File: src/hdl/snsub_pkg.sv
// Shared types and constants for the spectral noise subtractor.
// No dependencies; imported by the controller, datapath and top level.
`default_nettype none
package snsub_pkg;

  localparam int BINS        = 1024;
  localparam int SAMPLE_BITS = 24;
  localparam int IDX_W       = $clog2(BINS);
  localparam int K_W         = 10;
  localparam int E_W         = 2 * SAMPLE_BITS;   // energy of one bin
  localparam int T_W         = E_W + K_W - 8;     // weighted noise threshold
  localparam int REM_W       = E_W + 1;
  localparam int Q_W         = 32;                // gain ratio, 32 fraction bits
  localparam int G_W         = 16;                // gain, 16 fraction bits
  localparam int DIV_STEPS   = Q_W;
  localparam int SQRT_STEPS  = Q_W / 2;
  localparam int CNT_W       = $clog2(DIV_STEPS);

  typedef enum logic [1:0] {
    MODE_CLEAR  = 2'd0,
    MODE_LEARN  = 2'd1,
    MODE_REDUCE = 2'd2
  } mode_t;

  typedef enum logic [3:0] {
    ST_IDLE,
    ST_SQ1,
    ST_SQ2,
    ST_UPD,
    ST_THR,
    ST_DEC,
    ST_DIV,
    ST_SINIT,
    ST_SQRT,
    ST_GAIN,
    ST_PUSH
  } state_t;

  typedef struct packed {
    logic accept;
    logic sq1;
    logic sq2;
    logic upd;
    logic thr;
    logic dec;
    logic div_step;
    logic sinit;
    logic sqrt_step;
    logic gain;
    logic push;
  } cmd_t;

  typedef struct packed {
    logic t_zero;
    logic t_ge_e;
  } status_t;

endpackage
`default_nettype wire

File: src/hdl/snsub_ctrl.sv
// Sequencer for the spectral noise subtractor: steps one item through the datapath.
// Depends on snsub_pkg.
`default_nettype none
module snsub_ctrl (
  input  wire logic              clk,
  input  wire logic              rst,
  input  wire logic              in_valid,
  output logic                   in_stall,
  output logic                   out_valid,
  input  wire logic              out_stall,
  input  wire snsub_pkg::status_t status,
  output snsub_pkg::cmd_t        cmd
);
  import snsub_pkg::*;

  state_t            state, state_next;
  logic [CNT_W-1:0]  cnt;
  logic              slot_free;

  assign slot_free = !out_valid || !out_stall;

  always_comb begin
    state_next = state;
    unique case (state)
      ST_IDLE:  if (in_valid) state_next = ST_SQ1;
      ST_SQ1:   state_next = ST_SQ2;
      ST_SQ2:   state_next = ST_UPD;
      ST_UPD:   state_next = ST_THR;
      ST_THR:   state_next = ST_DEC;
      ST_DEC: begin
        if (status.t_zero || status.t_ge_e) state_next = ST_GAIN;
        else state_next = ST_DIV;
      end
      ST_DIV:   if (cnt == CNT_W'(DIV_STEPS - 1)) state_next = ST_SINIT;
      ST_SINIT: state_next = ST_SQRT;
      ST_SQRT:  if (cnt == CNT_W'(SQRT_STEPS - 1)) state_next = ST_GAIN;
      ST_GAIN:  state_next = ST_PUSH;
      ST_PUSH:  if (slot_free) state_next = ST_IDLE;
      default:  state_next = ST_IDLE;
    endcase
  end

  always_comb begin
    cmd = '0;
    in_stall = 1'b1;
    unique case (state)
      ST_IDLE: begin
        in_stall = 1'b0;
        cmd.accept = in_valid;
      end
      ST_SQ1:   cmd.sq1 = 1'b1;
      ST_SQ2:   cmd.sq2 = 1'b1;
      ST_UPD:   cmd.upd = 1'b1;
      ST_THR:   cmd.thr = 1'b1;
      ST_DEC:   cmd.dec = 1'b1;
      ST_DIV:   cmd.div_step = 1'b1;
      ST_SINIT: cmd.sinit = 1'b1;
      ST_SQRT:  cmd.sqrt_step = 1'b1;
      ST_GAIN:  cmd.gain = 1'b1;
      ST_PUSH:  cmd.push = slot_free;
      default: ;
    endcase
  end

  always_ff @(posedge clk) begin
    if (rst) begin
      state <= ST_IDLE;
      cnt <= '0;
      out_valid <= 1'b0;
    end else begin
      state <= state_next;
      if (state == ST_DIV || state == ST_SQRT) cnt <= cnt + 1'b1;
      else cnt <= '0;
      if (cmd.push) out_valid <= 1'b1;
      else if (!out_stall) out_valid <= 1'b0;
    end
  end

`ifndef NO_ASSERTIONS
  a_accept_starts : assert property (@(posedge clk) disable iff (rst)
    (in_valid && !in_stall) |=> state == ST_SQ1)
    else $error("accepted item did not start the sequence");
  a_div_len : assert property (@(posedge clk) disable iff (rst)
    (state == ST_DIV && cnt == CNT_W'(DIV_STEPS - 1)) |=> state == ST_SINIT)
    else $error("divide did not end after its last step");
  a_push_src : assert property (@(posedge clk) disable iff (rst)
    $rose(out_valid) |-> $past(state) == ST_PUSH)
    else $error("result shown without a push");
`endif

endmodule
`default_nettype wire

File: config.mk
export PLATFORM = sky130hd
export DESIGN_NAME = snsub_ctrl
export DESIGN_NICKNAME = d
export VERILOG_FILES = /design/src/hdl/snsub_pkg.sv /design/src/hdl/snsub_ctrl.sv
export SDC_FILE = /design/constraint.sdc
export NUM_CORES = 1
export LEC_CHECK = 0
export BUFFER_PORTS_ARGS = -buffer_cell sky130_fd_sc_hd__buf_4
export CAP_MARGIN = 20
export CORE_AREA = 5 5 42 44
export DETAILED_ROUTE_END_ITERATION = 8
export DIE_AREA = 0 0 47 49
export HOLD_SLACK_MARGIN = 0.03
export PLACE_DENSITY = 0.73
export SLEW_MARGIN = 25
export SYNTH_ARGS = -nofsm -noshare
export SYNTH_HDL_FRONTEND = slang
export SYNTH_SLANG_ARGS = --single-unit
File: constraint.sdc
create_clock -name clk -period 3.4 [get_ports clk]
set_input_delay 0.68 -clock clk [delete_from_list [all_inputs] [get_ports clk]]
set_output_delay 0.68 -clock clk [all_outputs]
set_load 0.1 [all_outputs]
=== Word-level counts from Yosys, hierarchy flattened ===
Index checks and enable logic that the tools add are counted.
W data, S select, Z words.

* ROM bits: 0
* Bits in latches: 0
* Memories: 0
* Register bits: 10
* Output and inout bits: 13
* Word-level logic and storage cells: 50
* Input port bits: 6
* RAM bits: 0

* Add/subtract/negate cells: 1
* Magnitude comparators: 0
* Shifts and indexed selects: 0
* Bitwise operators: 1
* Muxes and demuxes: 20
* Div/mod/pow operators: 0
* Equal/unequal tests: 17
* Reduce and logical (&&, ||, !) cells: 8
* $mul: 0

{| class="wikitable"
|+ Operators by type and width
! kind !! number
|-
| $pmux W4 S11 || 1
|-
| $mux W4 || 5
|-
| $eq A4 B3 Y1 const B || 4
|-
| $mux W1 || 14
|-
| $eq A4 B4 Y1 const B || 3
|-
| $eq A4 B2 Y1 const B || 2
|-
| $ne A2 B2 Y1 const B || 4
|-
| $add A5 B1 Y5 const B || 1
|-
| $eq A5 B4 Y1 const B || 1
|-
| $eq A5 B5 Y1 const B || 1
|-
| $eq A4 B1 Y1 const B || 1
|-
| $logic_not A4 Y1 || 1
|-
| $reduce_and A4 Y1 || 1
|-
| $logic_or A1 B1 Y1 || 3
|-
| $logic_not A1 Y1 || 2
|-
| $ne A2 B1 Y1 const B || 1
|-
| $reduce_or A2 Y1 || 1
|-
| $not A1 Y1 || 1
|}

=== Depth between registers and ports, before layout ===
* Depth after elaboration: 4
* Depth in mapped cells: 7
* Mapped depth without buffers: 7

=== Worst setup path after synthesis ===
No wires, ideal clock.

* Path type: reg-to-output
* From: reg state[2]
* To: out cmd[5] (netlist bit)
* Arrival time: 2.838 ns
* Data required time: 2.720 ns
* Buffers on the path: 1
* Path slack: -0.118 ns
* Stages on the path, launching flop included: 4
* Path through: dfxtp_1 clkbuf_1 nand2_1 nor3_1

{| class="wikitable"
|+ RTL lines
! what !! line !! source
|-
| start, declared || snsub_ctrl.sv:16 || <nowiki>state_t state, state_next;</nowiki>
|-
| start signal, assigned || snsub_ctrl.sv:71 || <nowiki>state <= state_next;</nowiki>
|-
| end, declared || snsub_ctrl.sv:12 || <nowiki>output snsub_pkg::cmd_t cmd</nowiki>
|}

==> results.md <==
* Pleak at between 0.3 and 0.4 nW
* Register Area at around 200 sq um
* Count leader, synth: nor2_1
* Antenna viol nets, final at 0
* Area growth syn-to-layout at 30.1%
* Clock insertion delay at the later pin of the skew report at roughly 260 ps
* Crit path cell chain: or4_4 -> nor2_1 -> buf_4
* Critical path type: reg -> out
* Post-synth top cells: nor2_1, dfxtp_1, nor3_1
* Pre-CTS setup slack at 1300 ps
* Overflow after GRT at 0
* DP Area at 746 sq um
* Max Fclk at about 420 MHz
* Initial Util at 0.421
* Maximum fanout along the worst path at 14
* Flops & latches, synth at 10
* Synth area leader: dfxtp_1
* Cell area after synthesis at between 500 and 600 sq um
* First-pass GRT wire length at 2.12 mm
* Worst Max-Slew Pin Slew at about 500 ps
* Final WS setup at 1020 ps
* Final period utilization at 0.699
* Post-synthesis cell type count at 26
* Site row count at 14
* H-tree depth at 1
* Buffers on Ports at 18
* Hold-fix buffers, CTS at 0
* Routed vias at approximately 570
* Largest cells by area after synthesis: dfxtp_1, nor2_1, nor3_1
* Max Slew Vio Count at 0
* Worst path required time at 2720 ps
* Die area at ~0.0023 sq mm
* Xor-xnor portion of the synthesized cell area at 0.0297
* Fraction of layout cells with a size suffix above 1 at 0.301
* Number of synthesized flops with an enable pin at 0
* Status: completed
* Max IR drop VDD at between 0.2 and 0.3 mV
* DR pass1 iterations at 4
* Total track usage at 0.129
* Clock buffer count from CTS at 3
* Final min period at roughly 2400 ps
* Post-synthesis compound-gate area fraction at 0.131
* Slowest stage delay, CP at around 600 ps
* Placeable Area at about 0.0014 sq mm
* # fillers at 148
* Nets@finish at about 100
* RSZ-0062 raised after global routing: false
* Clock Path Buffers at 2
* Seq/Total Area, Yosys at 0.339
* Setup Fix Bufs, Post-CTS at 0
* Final setup vio count at 0
* Worst Skew at 4.57 ps
* Vias per Instance at approximately 5.2
* Setup Total Neg Slack at 0 ps
* Residual DRC at 0
* # IOs at 19
* Kind of start point of the critical path: register
* Number of global-route vias before repair at approximately 510
* Synth Flop Type: dfxtp_1
* DP Wirelength at 991 um
* Initial antenna violation count at 0
* Ys Warns at 0
* Asr flop ratio synth at 0
* Final-report hold violation count at 0
* Post-Synth Simple-Gate Area at 0.350
* Area share of fa/ha/maj cells after synthesis at 0.0636
* Cell count after synthesis at 76
* Min-Delay Path Class: reg -> reg
* Die width at ~47 um
* CTS tree: yes
* Diodes inserted at 0
* Crit. End Element: primary output
* Post-Syn Area per Cell at 7.77 sq um
* Syn_nets at 85
* Resized Gates After CTS at 0
* Largest net degree at the start of global routing at 15
* Max stage delay cell, worst path: or4_4
* Pwr dens at 501 mW/mm^2
* Routed WL at around 1.3 mm
* DR iter-0 viols at 8
* Worst EP arrival at 1700 ps
* Placer Congestion at 0.770
* Clock-pin slew on the worst setup and hold paths at 60 ps
* Max_cap viols at 0
* Wirelength per Cell at 11.6 um
* Die span in y at around 50 um
* Slew HR at 0.668
* Final Cell Area at approximately 770 sq um
* Largest family of logic cells by synthesized area: simple AND/OR/NAND/NOR gates
* Multi-input combinational cell area at around 380 sq um
* CTS sink count at 10
* Top cell type's share of synthesized area at 0.339
* Post-synthesis mux area share at 0.0424
* CTS Root Buffer Type: clkbuf_4
## through the flow
step           total power, mW  hold WS, ps  utilization  instances
2_1_floorplan            0.278          418            -         76
3_3_place_gp             0.308          435        0.532        106
3_5_place_dp             0.310          489        0.532        106
4_1_cts                  0.389          497        0.548        109
5_1_grt                  0.405          500        0.548        109
6_report                 0.385          482        0.548        109
## report_power, final
group	internal, mW	total, mW	switching, mW
logic	0.0449	0.167	0.122
clock network	0.0408	0.0783	0.0376
registers	0.122	0.140	0.0176
## layout by cell type (no fill, tap or decap)
cell type	count
buf_4	18
nor2_1	15
dfxtp_1	10
a21oi_1	5
nor3_1	5
nand2_1	5
nand2b_1	4
inv_1	3
nor3_2	3
and3_1	3
ha_1	3
clkbuf_4	3
nand4bb_1	1
or4_4	1
o32ai_1	1
o22ai_2	1
a21oi_2	1
o21a_1	1
a211oi_1	1
mux2i_1	1
nor2b_1	1
nor3b_1	1
mux2_4	1
o211ai_1	1
nor4_1	1
nand3_1	1
xor2_1	1
xnor2_1	1
## cell families (layout without fill, tap and decap cells)
| group | count (synthesis) | after routing |
|---|---|---|
| fa+ha+maj | 3 | 3 |
| simple gates | 41 | 41 |
| compound gates | 11 | 11 |
| flops | 10 | 10 |
| xor+xnor | 2 | 2 |
| mux | 2 | 2 |
| buf+inv | 7 | 24 |
## state kept, by name, summed over array words and instances, names as in the netlist
name	flops
cnt	5
out_valid	1
state	4
## path summary, 6_finish.rpt
check,slack (ps),endpoint,startpoint,cells past startpoint
setup / recovery,1020,cmd[10],state[2]$_SDFFE_PP0P_,3
hold / removal,480,cnt[0]$_SDFF_PP0_,cnt[0]$_SDFF_PP0_,1
setup reg to reg,1640,state[1]$_SDFFE_PP0P_,cnt[0]$_SDFF_PP0_,6
hold reg to reg,480,cnt[0]$_SDFF_PP0_,cnt[0]$_SDFF_PP0_,1
## per-layer routing
layer	vias to the layer above	global-route usage	share of wire
met5	-	0	0
met4	0	0.0829	0.029
met3	5	0.0443	0.054
met2	16	0.181	0.46
met1	246	0.160	0.45
li1	300	-	-
## cell type report
| class | instances | area share |
|---|---|---|
| multi-input cells | 59 | 0.493 |
| well taps | 16 | 0.0261 |
| clock buffers | 3 | 0.0293 |
| repair buffers | 18 | 0.176 |
| inverters | 3 | 0.0147 |
| flip-flops and latches | 10 | 0.261 |
## critical path, delay by kind of cell, from the launching register on
kind / cells / cell delay (ps)
buffers and inverters: 1 / 290
and+or+nand+nor: 2 / 710
DFF: 1 / 430
No activity file was read; power rests on OpenSTA's default activity.
